## src/lcm5_pkg.sv

```systemverilog
// ----------------------------------------------------------------------------
// lcm5_pkg
// Shared constants, status codes and controller/datapath interface types for
// the five-operand least common multiple block.
// ----------------------------------------------------------------------------
package lcm5_pkg;

    localparam int OPERAND_WIDTH_DEF = 16;
    localparam int OPERAND_COUNT     = 5;
    localparam int ACC_W             = 64;
    localparam int IDX_W             = $clog2(OPERAND_COUNT);
    localparam int DIV_STEPS         = ACC_W;
    localparam int CNT_W             = $clog2(DIV_STEPS);
    localparam int STATUS_W          = 2;

    typedef logic [STATUS_W-1:0] status_t;

    localparam status_t STATUS_OK   = 2'd0;
    localparam status_t STATUS_ZERO = 2'd1;
    localparam status_t STATUS_OVF  = 2'd2;

    // controller -> datapath
    typedef struct packed {
        logic             load;       // capture operands, acc <= first operand
        logic             mod_start;  // divider: acc / op[idx]
        logic             quo_start;  // divider: op[idx] / gcd
        logic             div_step;
        logic             gcd_start;
        logic             gcd_step;
        logic             mul_lo;
        logic             mul_hi;
        logic             mul_add;
        logic             publish;
        status_t          code;
        logic [IDX_W-1:0] idx;
    } lcm5_cmd_t;

    // datapath -> controller
    typedef struct packed {
        logic zero_seen;
        logic gcd_done;
        logic ovf;
        logic out_busy;
    } lcm5_stat_t;

endpackage

```

## src/lcm_of_five_unsigned.sv

```systemverilog
// ----------------------------------------------------------------------------
// lcm_of_five_unsigned
// Least common multiple of five unsigned operands, saturating at 64 bits.
//
//   port group  dir  payload (low bits first)
//   s_*         in   tdata: first..fifth_value, OPERAND_WIDTH each, zero pad
//   m_*         out  tdata: multiple[63:0]; tuser: status[1:0]
//
// One item at a time. A zero operand skips the folds and goes straight to
// the result. Otherwise each of the four folds runs a full-width remainder
// divide, the binary GCD run and a short cofactor divide of OPERAND_WIDTH
// bits, then a two-half multiply; both divides use the one-bit-per-cycle
// restoring divider.
// Reset clears the sequencer and the output valid flag only.
// A result waiting on m_tready holds the sequencer at the end of the item.
// ----------------------------------------------------------------------------
module lcm_of_five_unsigned #(
    parameter int OPERAND_WIDTH = lcm5_pkg::OPERAND_WIDTH_DEF
) (
    input  logic                                          clk,
    input  logic                                          rst_n,
    input  logic                                          s_tvalid,
    output logic                                          s_tready,
    // first_value, second_value, third_value, fourth_value, fifth_value
    input  logic [((lcm5_pkg::OPERAND_COUNT*OPERAND_WIDTH+7)/8)*8-1:0] s_tdata,
    output logic                                          m_tvalid,
    input  logic                                          m_tready,
    // multiple
    output logic [lcm5_pkg::ACC_W-1:0]                    m_tdata,
    // status
    output lcm5_pkg::status_t                             m_tuser
);
    import lcm5_pkg::*;

    lcm5_cmd_t  cmd;
    lcm5_stat_t stat;

    lcm5_ctrl #(
        .OPERAND_WIDTH (OPERAND_WIDTH)
    ) u_ctrl (
        .clk      (clk),
        .rst_n    (rst_n),
        .in_valid (s_tvalid),
        .in_ready (s_tready),
        .stat     (stat),
        .cmd      (cmd)
    );

    lcm5_dp #(
        .OPERAND_WIDTH (OPERAND_WIDTH)
    ) u_dp (
        .clk          (clk),
        .rst_n        (rst_n),
        .in_ops       (s_tdata[OPERAND_COUNT*OPERAND_WIDTH-1:0]),
        .cmd          (cmd),
        .stat         (stat),
        .out_ready    (m_tready),
        .out_valid    (m_tvalid),
        .out_multiple (m_tdata),
        .out_status   (m_tuser)
    );

`ifndef SYNTH
    // the sequencer leaves idle on every accepted transaction
    a_busy_after_accept: assert property (@(posedge clk) disable iff (!rst_n)
        s_tvalid && s_tready |=> !s_tready)
        else $error("input accepted twice back to back");

    a_ovf_saturates: assert property (@(posedge clk) disable iff (!rst_n)
        m_tvalid && (m_tuser == STATUS_OVF) |-> (m_tdata == '1))
        else $error("overflow result not saturated");

    a_zero_clears: assert property (@(posedge clk) disable iff (!rst_n)
        m_tvalid && (m_tuser == STATUS_ZERO) |-> (m_tdata == '0))
        else $error("zero-operand result not cleared");

    a_status_legal: assert property (@(posedge clk) disable iff (!rst_n)
        m_tvalid |-> (m_tuser == STATUS_OK) || (m_tuser == STATUS_ZERO)
                     || (m_tuser == STATUS_OVF))
        else $error("undefined status code");
`endif

endmodule

```

## src/lcm5_ctrl.sv

```systemverilog
// ----------------------------------------------------------------------------
// lcm5_ctrl
// Sequencer: for each operand after the first runs remainder, binary GCD,
// cofactor divide and a two-half multiply, then hands the result to the output register.
// ----------------------------------------------------------------------------
module lcm5_ctrl #(
    parameter int OPERAND_WIDTH = lcm5_pkg::OPERAND_WIDTH_DEF
) (
    input  logic                  clk,
    input  logic                  rst_n,
    input  logic                  in_valid,
    output logic                  in_ready,
    input  lcm5_pkg::lcm5_stat_t  stat,
    output lcm5_pkg::lcm5_cmd_t   cmd
);
    import lcm5_pkg::*;

    localparam logic [3:0] S_IDLE   = 4'd0;
    localparam logic [3:0] S_CHECK  = 4'd1;
    localparam logic [3:0] S_MOD    = 4'd2;
    localparam logic [3:0] S_GINIT  = 4'd3;
    localparam logic [3:0] S_GCD    = 4'd4;
    localparam logic [3:0] S_QUO    = 4'd5;
    localparam logic [3:0] S_MLO    = 4'd6;
    localparam logic [3:0] S_MHI    = 4'd7;
    localparam logic [3:0] S_MADD   = 4'd8;
    localparam logic [3:0] S_NEXT   = 4'd9;
    localparam logic [3:0] S_FINISH = 4'd10;

    logic [3:0]       state_reg, state_next;
    logic [CNT_W-1:0] cnt_reg, cnt_next;
    logic [IDX_W-1:0] idx_reg, idx_next;
    status_t          code_reg, code_next;

    assign in_ready = (state_reg == S_IDLE);

    always_comb
    begin
        state_next = state_reg;
        cnt_next   = cnt_reg;
        idx_next   = idx_reg;
        code_next  = code_reg;
        cmd        = '0;
        cmd.idx    = idx_reg;
        cmd.code   = code_reg;
        unique case (state_reg)
            S_IDLE:
            begin
                if (in_valid)
                begin
                    cmd.load   = 1'b1;
                    idx_next   = IDX_W'(1);
                    state_next = S_CHECK;
                end
            end
            S_CHECK:
            begin
                if (stat.zero_seen)
                begin
                    code_next  = STATUS_ZERO;
                    state_next = S_FINISH;
                end
                else
                begin
                    cmd.mod_start = 1'b1;
                    cnt_next      = '0;
                    state_next    = S_MOD;
                end
            end
            S_MOD:
            begin
                cmd.div_step = 1'b1;
                cnt_next     = cnt_reg + CNT_W'(1);
                if (cnt_reg == CNT_W'(DIV_STEPS - 1))
                    state_next = S_GINIT;
            end
            S_GINIT:
            begin
                cmd.gcd_start = 1'b1;
                state_next    = S_GCD;
            end
            S_GCD:
            begin
                if (stat.gcd_done)
                begin
                    cmd.quo_start = 1'b1;
                    cnt_next      = '0;
                    state_next    = S_QUO;
                end
                else
                    cmd.gcd_step = 1'b1;
            end
            S_QUO:
            begin
                // short divide: only the operand's bits are shifted through
                cmd.div_step = 1'b1;
                cnt_next     = cnt_reg + CNT_W'(1);
                if (cnt_reg == CNT_W'(OPERAND_WIDTH - 1))
                    state_next = S_MLO;
            end
            S_MLO:
            begin
                cmd.mul_lo = 1'b1;
                state_next = S_MHI;
            end
            S_MHI:
            begin
                cmd.mul_hi = 1'b1;
                state_next = S_MADD;
            end
            S_MADD:
            begin
                cmd.mul_add = 1'b1;
                state_next  = S_NEXT;
            end
            S_NEXT:
            begin
                if (stat.ovf)
                begin
                    code_next  = STATUS_OVF;
                    state_next = S_FINISH;
                end
                else if (idx_reg == IDX_W'(OPERAND_COUNT - 1))
                begin
                    code_next  = STATUS_OK;
                    state_next = S_FINISH;
                end
                else
                begin
                    idx_next      = idx_reg + IDX_W'(1);
                    cmd.idx       = idx_reg + IDX_W'(1);
                    cmd.mod_start = 1'b1;
                    cnt_next      = '0;
                    state_next    = S_MOD;
                end
            end
            S_FINISH:
            begin
                if (!stat.out_busy)
                begin
                    cmd.publish = 1'b1;
                    state_next  = S_IDLE;
                end
            end
            default:
            begin
                state_next = S_IDLE;
            end
        endcase
    end

    always_ff @(posedge clk or negedge rst_n)
    begin
        if (!rst_n)
        begin
            state_reg <= S_IDLE;
            cnt_reg   <= '0;
            idx_reg   <= '0;
            code_reg  <= STATUS_OK;
        end
        else
        begin
            state_reg <= state_next;
            cnt_reg   <= cnt_next;
            idx_reg   <= idx_next;
            code_reg  <= code_next;
        end
    end

endmodule

```

## src/lcm5_dp.sv

```systemverilog
// ----------------------------------------------------------------------------
// lcm5_dp
// Datapath: operand store, 64-bit accumulator, bit-serial restoring divider,
// binary GCD unit, shared 32x32 multiplier and the output register.
// ----------------------------------------------------------------------------
module lcm5_dp #(
    parameter int OPERAND_WIDTH = lcm5_pkg::OPERAND_WIDTH_DEF
) (
    input  logic                                     clk,
    input  logic                                     rst_n,
    input  logic [lcm5_pkg::OPERAND_COUNT*OPERAND_WIDTH-1:0] in_ops,
    input  lcm5_pkg::lcm5_cmd_t                      cmd,
    output lcm5_pkg::lcm5_stat_t                     stat,
    input  logic                                     out_ready,
    output logic                                     out_valid,
    output logic [lcm5_pkg::ACC_W-1:0]               out_multiple,
    output lcm5_pkg::status_t                        out_status
);
    import lcm5_pkg::*;

    localparam int W  = OPERAND_WIDTH;
    localparam int KW = $clog2(W);

    logic [W-1:0]     ops_reg [OPERAND_COUNT];
    logic [ACC_W-1:0] acc_reg;
    logic [ACC_W-1:0] dq_reg;       // dividend in, quotient out
    logic [W-1:0]     rem_reg;
    logic [W-1:0]     div_reg;
    logic [W-1:0]     x_reg, y_reg;
    logic [KW-1:0]    k_reg;
    logic [ACC_W-1:0] pl_reg, ph_reg;
    logic             ovf_reg;
    logic             out_valid_reg;
    logic [ACC_W-1:0] out_data_reg;
    status_t          out_code_reg;

    logic [W-1:0]     b;
    logic [W-1:0]     g;
    logic [W:0]       trial;
    logic [W:0]       diff;
    logic             fits;
    logic [31:0]      mul_a, mul_b;
    logic [ACC_W-1:0] prod;
    logic [ACC_W:0]   sum;
    logic             zero_any;

    assign b = ops_reg[cmd.idx];
    assign g = W'(y_reg << k_reg);

    // restoring divider step
    assign trial = {rem_reg, dq_reg[ACC_W-1]};
    assign diff  = trial - {1'b0, div_reg};
    assign fits  = (trial >= {1'b0, div_reg});

    assign mul_a = cmd.mul_hi ? acc_reg[ACC_W-1:32] : acc_reg[31:0];
    assign mul_b = 32'(dq_reg[W-1:0]);
    assign prod  = mul_a * mul_b;
    assign sum   = {1'b0, pl_reg} + {1'b0, ph_reg[31:0], 32'h0};

    always_comb
    begin
        zero_any = 1'b0;
        for (int i = 0; i < OPERAND_COUNT; i++)
            if (ops_reg[i] == '0)
                zero_any = 1'b1;
    end

    always_ff @(posedge clk)
    begin
        if (cmd.load)
        begin
            for (int i = 0; i < OPERAND_COUNT; i++)
                ops_reg[i] <= in_ops[i*W +: W];
            acc_reg <= ACC_W'(in_ops[W-1:0]);
        end
        else if (cmd.mul_add)
            acc_reg <= sum[ACC_W-1:0];

        if (cmd.mod_start)
        begin
            dq_reg  <= acc_reg;
            rem_reg <= '0;
            div_reg <= b;
        end
        else if (cmd.quo_start)
        begin
            dq_reg  <= ACC_W'(b) << (ACC_W - W);
            rem_reg <= '0;
            div_reg <= g;
        end
        else if (cmd.div_step)
        begin
            dq_reg  <= {dq_reg[ACC_W-2:0], fits};
            rem_reg <= fits ? diff[W-1:0] : trial[W-1:0];
        end

        // Stein's algorithm; x reaches zero with the odd part of the gcd in y
        if (cmd.gcd_start)
        begin
            x_reg <= rem_reg;
            y_reg <= b;
            k_reg <= '0;
        end
        else if (cmd.gcd_step)
        begin
            priority if (!x_reg[0] && !y_reg[0])
            begin
                x_reg <= x_reg >> 1;
                y_reg <= y_reg >> 1;
                k_reg <= k_reg + KW'(1);
            end
            else if (!x_reg[0])
                x_reg <= x_reg >> 1;
            else if (!y_reg[0])
                y_reg <= y_reg >> 1;
            else if (x_reg >= y_reg)
                x_reg <= x_reg - y_reg;
            else
                y_reg <= y_reg - x_reg;
        end

        if (cmd.mul_lo)
            pl_reg <= prod;
        if (cmd.mul_hi)
            ph_reg <= prod;
        if (cmd.mul_add)
            ovf_reg <= (ph_reg[ACC_W-1:32] != '0) || sum[ACC_W];

        if (cmd.publish)
        begin
            out_code_reg <= cmd.code;
            unique case (cmd.code)
                STATUS_OK:   out_data_reg <= acc_reg;
                STATUS_OVF:  out_data_reg <= '1;
                default:     out_data_reg <= '0;
            endcase
        end
    end

    always_ff @(posedge clk or negedge rst_n)
    begin
        if (!rst_n)
            out_valid_reg <= 1'b0;
        else if (cmd.publish)
            out_valid_reg <= 1'b1;
        else if (out_ready)
            out_valid_reg <= 1'b0;
    end

    assign stat.zero_seen = zero_any;
    assign stat.gcd_done  = (x_reg == '0);
    assign stat.ovf       = ovf_reg;
    assign stat.out_busy  = out_valid_reg && !out_ready;

    assign out_valid    = out_valid_reg;
    assign out_multiple = out_data_reg;
    assign out_status   = out_code_reg;

endmodule
```

## config.mk

```make
export PLATFORM = sky130hd
export DESIGN_NAME = lcm_of_five_unsigned
export DESIGN_NICKNAME = d
export VERILOG_FILES = /design/src/lcm5_pkg.sv /design/src/lcm_of_five_unsigned.sv /design/src/lcm5_ctrl.sv /design/src/lcm5_dp.sv
export SDC_FILE = /design/constraint.sdc
export NUM_CORES = 2
export LEC_CHECK = 0
export ABC_AREA = 1
export BUFFER_PORTS_ARGS = -buffer_cell sky130_fd_sc_hd__buf_2
export CAP_MARGIN = 20
export CORE_MARGIN = 3
export CORE_UTILIZATION = 35
export DETAILED_ROUTE_END_ITERATION = 8
export PLACE_DENSITY = 0.54
export SYNTH_ARGS = -nofsm -noshare
export SYNTH_HDL_FRONTEND = slang
export SYNTH_HIERARCHICAL = 1
export SYNTH_SLANG_ARGS = --single-unit
```

## constraint.sdc

```tcl
create_clock -name clk -period 10.4 [get_ports clk]
set_input_delay 1.04 -clock clk [delete_from_list [all_inputs] [get_ports clk]]
set_output_delay 1.04 -clock clk [all_outputs]
set_load 0.02 [all_outputs]
```

After elaboration in Yosys (flattened, before gate mapping)

Memory sizes are Yosys's and may differ from the RTL's.
Cells that the tools add are included.
W data, S select, Z words.

RAM bits: 80
Input port bits: 84
Memories kept: 1
Register bits after elaboration: 407
Output and inout port bits: 68

Memories:

| memory       | words | width | rd ports | clocked after memory_dff | wr ports | line          | text |
|---|---|---|---|---|---|---|---|
| u_dp.ops_reg | 5     | 16    | 6        | 0                        | 5        | lcm5_dp.sv:24 | `logic [W-1:0] ops_reg [OPERAND_COUNT];` |

Multipliers: 1
Shift operators: 1
Reduce and logical (&&, ||, !) cells: 34
Equality and inequality tests: 27
Muxes and demuxes: 71
Magnitude comparators: 2
Add/sub/neg operators: 7

Operators by type and width:

| operator             | count |
|---|---|
| $mux W16             | 17 |
| $mux W64             | 3 |
| $pmux W64 S2         | 1 |
| $logic_not A16 Y1    | 6 |
| $add A64 B64 Y65     | 1 |
| $mul A32 B16 Y48     | 1 |
| $sub A16 B16 Y16     | 3 |
| $pmux W4 S11         | 1 |
| $mux W32             | 1 |
| $mux W4              | 8 |
| $reduce_bool A32 Y1  | 1 |
| $mux W1              | 25 |
| $mux W6              | 4 |
| $pmux W6 S4          | 1 |
| $ge A17 B16 Y1       | 1 |
| $eq A4 B3 Y1 const B | 4 |
| $ge A16 B16 Y1       | 1 |
| $shl A16 B4 Y16      | 1 |
| $eq A4 B4 Y1 const B | 3 |
| $mux W3              | 4 |
| $ne A2 B2 Y1 const B | 6 |
| $ne A4 B4 Y1 const B | 3 |
| $reduce_bool A2 Y1   | 6 |
| $reduce_and A5 Y1    | 2 |
| 25 further kinds     | 39 |

Longest topological paths before layout

An unclocked memory read counts as a cell.

Word-level depth: 10
Depth in mapped cells: 34

By module

Netlist, hierarchy kept.

Modules (own cells, without submodules):

| module    | area each (sq um) | seq. area each (sq um) | instances | cells an instance |
|---|---|---|---|---|
| lcm5_dp   | 39,086.2          | 12,527.0               | 1         | 4,768 |
| lcm5_ctrl | 980.9             | 375.4                  | 1         | 145 |

Worst setup path after synthesis

Ideal clock, no wire load.

Kind: register to register
Start: register u_ctrl.state_reg[1]
End: register u_dp.ph_reg[25] (data pin)
Arrival: 8.558 ns
Data required time: 10.137 ns
Clock period less this slack: 8.820 ns
Cell stages (with the launch flop): 29
Setup slack: 1.580 ns
Path buffers: 2
Cell sequence: dfrtp_1 nand2_1 nor2_1 clkinv_1 clkbuf_1 nand2_1 nand2_1 inv_1 buf_2 nand2_1 fa_1 fa_1 fa_1 inv_1 fa_1 fa_1 inv_1 fa_1 inv_1 ha_1 nand2_1 inv_1 a21oi_1 o21ai_0 inv_1 nand2_1 nand2_1 nand2_1 xor2_1

RTL lines:

| element                | line             | text |
|---|---|---|
| from (decl)            | lcm5_ctrl.sv:30  | `logic [3:0] state_reg, state_next;` |
| from (signal assigned) | lcm5_ctrl.sv:163 | `state_reg <= state_next;` |
| to (signal assigned)   | lcm5_dp.sv:125   | `ph_reg <= prod;` |
| to (decl)              | lcm5_dp.sv:31    | `logic [ACC_W-1:0] pl_reg, ph_reg;` |

==> results.cfg <==
[outcome]
outcome = finished clean

[setup_path]
cp.arrival_ps = 8680
path_max_fanout = 87
cp_common_cell = nand2_1
worstSetupPathType = flip-flop to flip-flop
worstPathRequired_ps = 10750
start_kind = flip-flop
reg2reg_slack_ps = 2070
slowest_delay_ps = 590
cp_slowest_cell = nand2_1
critPathCaptureType = flip-flop

[global_route]
grt.total_usage = 0.254
grt_antenna_before_repair = 1
grt_max_degree = 88
overflow = 0
grt_pass1_wl_um = 222000
grt_pass1_vias = 33391

[final_layout]
nets = 5700
largest_reg_flops = 80
final_util = 0.391
final-instance-count-excl-fill = 6550
stdcell_area_um2 = 44200
syn2layout_area_growth_pct = 10.3
drive_gt1_frac = 0.0677
antenna_cells = 0
fillers = 11716

[detailed_routing]
dr.pass1.iters = 8
via_count = 33808
wl_per_cell_um = 23.1
drc = 0
vias_per_cell = 5.16
drtIter0Drc = 3225
ant_nets = 0
drt_wl_total_um = 151000

[synthesis]
synth-async-reset-ratio = 0.0352
synth_common_cells = nand2_1 (1,306), inv_1 (940), nor2_1 (475)
synth.net_count = 5608
mappedNetlistArea_um2 = 40100
synth_top_area_frac = 0.278
ys_types = 54
muxShareOfSynthArea = 0
synthTopCellsByArea = edfxtp_1 (28%), fa_1 (21%), nand2_1 (12%)
yosysMostFrequentCell = nand2_1
syn_inst = 4913
yosys.area_share.simple = 0.215
synth_seq_cells = 455
synth_area_leader_cell = edfxtp_1
syn_avg_cell_area_um2 = 8.16
synth_top_flop_cell = edfxtp_1
ys_seq_area_frac = 0.322
synthXorXnorAreaFrac = 0.0109
synth_top_family_by_area = adder cells
synth_edf_count = 371
synth_compound_area_frac = 0.0748
yosys_warnings = 6
synthAdderAreaFrac = 0.270

[floorplanning]
rows = 123
floorplan.initialDensity = 0.354
fp.coreArea_um2 = 113000
fp.dieH_um = 344
ios = 152
die_area_um2 = 119000
dieWidth_um = 344

[cts]
cts_setup_buffers = 0
cts_sinks = 455
cts_hold_buf = 0
clk_root_buffer_cell = clkbuf_16
clkTransAtPathRegs_ps = 70
cts_tree = built
h-tree-depth = 2
numCtsBuffers = 53
cts_resized = 0
cts_buffer_depth = 3
clk_latency_ps = 670

[pwr]
seqPwrFrac = 0.502
p_leak_nw = 22.0
cellPowerDensity_nw_per_um2 = 87.8
p_sw_mw = 0.848
intPower_mw = 3.03
pwr-share-comb = 0.005
swShare = 0.219
peakVddDrop_mv = 0.114
clockPowerShare = 0.493

[sta]
rsz0062_at_grt = no
finalHoldViolCount = 0
fin_hold_ws_ps = 315
fin_setup_tns_ps = 0
finClkSkew_ps = 33.3
slew-limit-headroom = 0.222
clock.fmax_ghz = 0.120
tightest_slew_ps = 1150
fin_crit_ps = 8330
maxSlewViolCount = 0
final.period_utilization = 0.801
setup_viol = 0

[job]
maxCapViolations = 0

[placement]
placed_area_um2 = 42500
dp_hpwl_um = 121000
globalplace.congestion = 0.991
port_buffers = 151
dp_cells = 6450

[hold_path]
min-delay-path-class = input port to async pin
[stage by stage]
| stage | setup WS, ps | power (mW) |
|---|---|---|
| 2_1_floorplan | 1580 | 1.99 |
| 3_3_place_gp | 1950 | 2.01 |
| 3_5_place_dp | 2160 | 2.01 |
| 4_1_cts | 2050 | 3.91 |
| 5_1_grt | 1790 | 3.98 |
| 6_report | 2070 | 3.88 |
[per-layer routing]
metal / vias to the layer above / routed length, um / track usage
met1: 16688 / 65800 / 0.357
met2: 1415 / 69100 / 0.408
li1: 15484 / - / -
met4: 0 / 5870 / 0.0881
met3: 221 / 10300 / 0.0285
met5: - / 0 / 0
[power groups by stage]
| stage | clock network, mW | logic [mW] | registers (mW) |
|---|---|---|---|
| 4_1_cts | 1.95 | 0.0212 | 1.95 |
| 6_report | 1.91 | 0.0206 | 1.95 |
| 5_1_grt | 2.01 | 0.0229 | 1.95 |
| 3_5_place_dp | 0 | 0.0211 | 1.99 |
| 3_3_place_gp | 0 | 0.0204 | 1.99 |
| 2_1_floorplan | 0 | 0.0000924 | 1.99 |
[kinds of logic (layout without fill, tap and decap cells)]
group | Yosys count | in the layout
compound gates | 549 | 549
xor+xnor | 50 | 50
fa+ha+maj | 611 | 611
buf+inv | 1130 | 1267
flops | 455 | 455
simple gates | 2118 | 2118
[worst max-delay path, delay by kind of cell (launching register included)]
kind          cells  cell delay, ps
fa+ha+maj         7            3490
xor+xnor          1             510
flops             1             420
simple gates     11            2270
buf+inv           6            1220
[layout by cell type, fill, tap and decap left out, types with 13 or more instances in the layout]
master,count
a21oi_1,221
inv_2,13
clkinv_1,32
ha_1,189
xor2_1,39
inv_1,937
nor4_1,26
fa_1,422
nor3_1,22
clkbuf_16,54
clkbuf_1,13
nand3_1,192
o21ai_0,215
buf_2,151
dfxtp_1,68
o22ai_1,29
a22oi_1,20
nor2_1,469
dfrtp_1,15
buf_4,39
edfxtp_1,371
nand2_1,1306
o211ai_1,22
nand4_1,44
[final timing paths]
kind / from / end / depth (start not counted)
worst min register to register: u_dp/pl_reg[31] / u_dp/acc_reg[31] / 2
max in group asynchronous: rst_n / u_ctrl/code_reg[0] / 1
min in group clk: u_dp/pl_reg[31] / u_dp/acc_reg[31] / 2
worst max register to register: u_ctrl/state_reg[3] / u_dp/pl_reg[23] / 25
worst max-delay path: u_ctrl/state_reg[3] / u_dp/pl_reg[23] / 25
worst min-delay path: rst_n / u_dp/out_valid / 1
[cell type report]
type                            count  area, um2  share of cell area
Sequential cell                   455      12900               0.292
Tap cell                         1500       1880              0.0425
Multi-Input combinational cell   3328      22900               0.518
Clock inverter                     32        334             0.00756
Timing Repair Buffer              193       1110              0.0251
Inverter                          974       3660              0.0828
Clock buffer                       68       1410              0.0320
(Power assumes the default switching activity.)
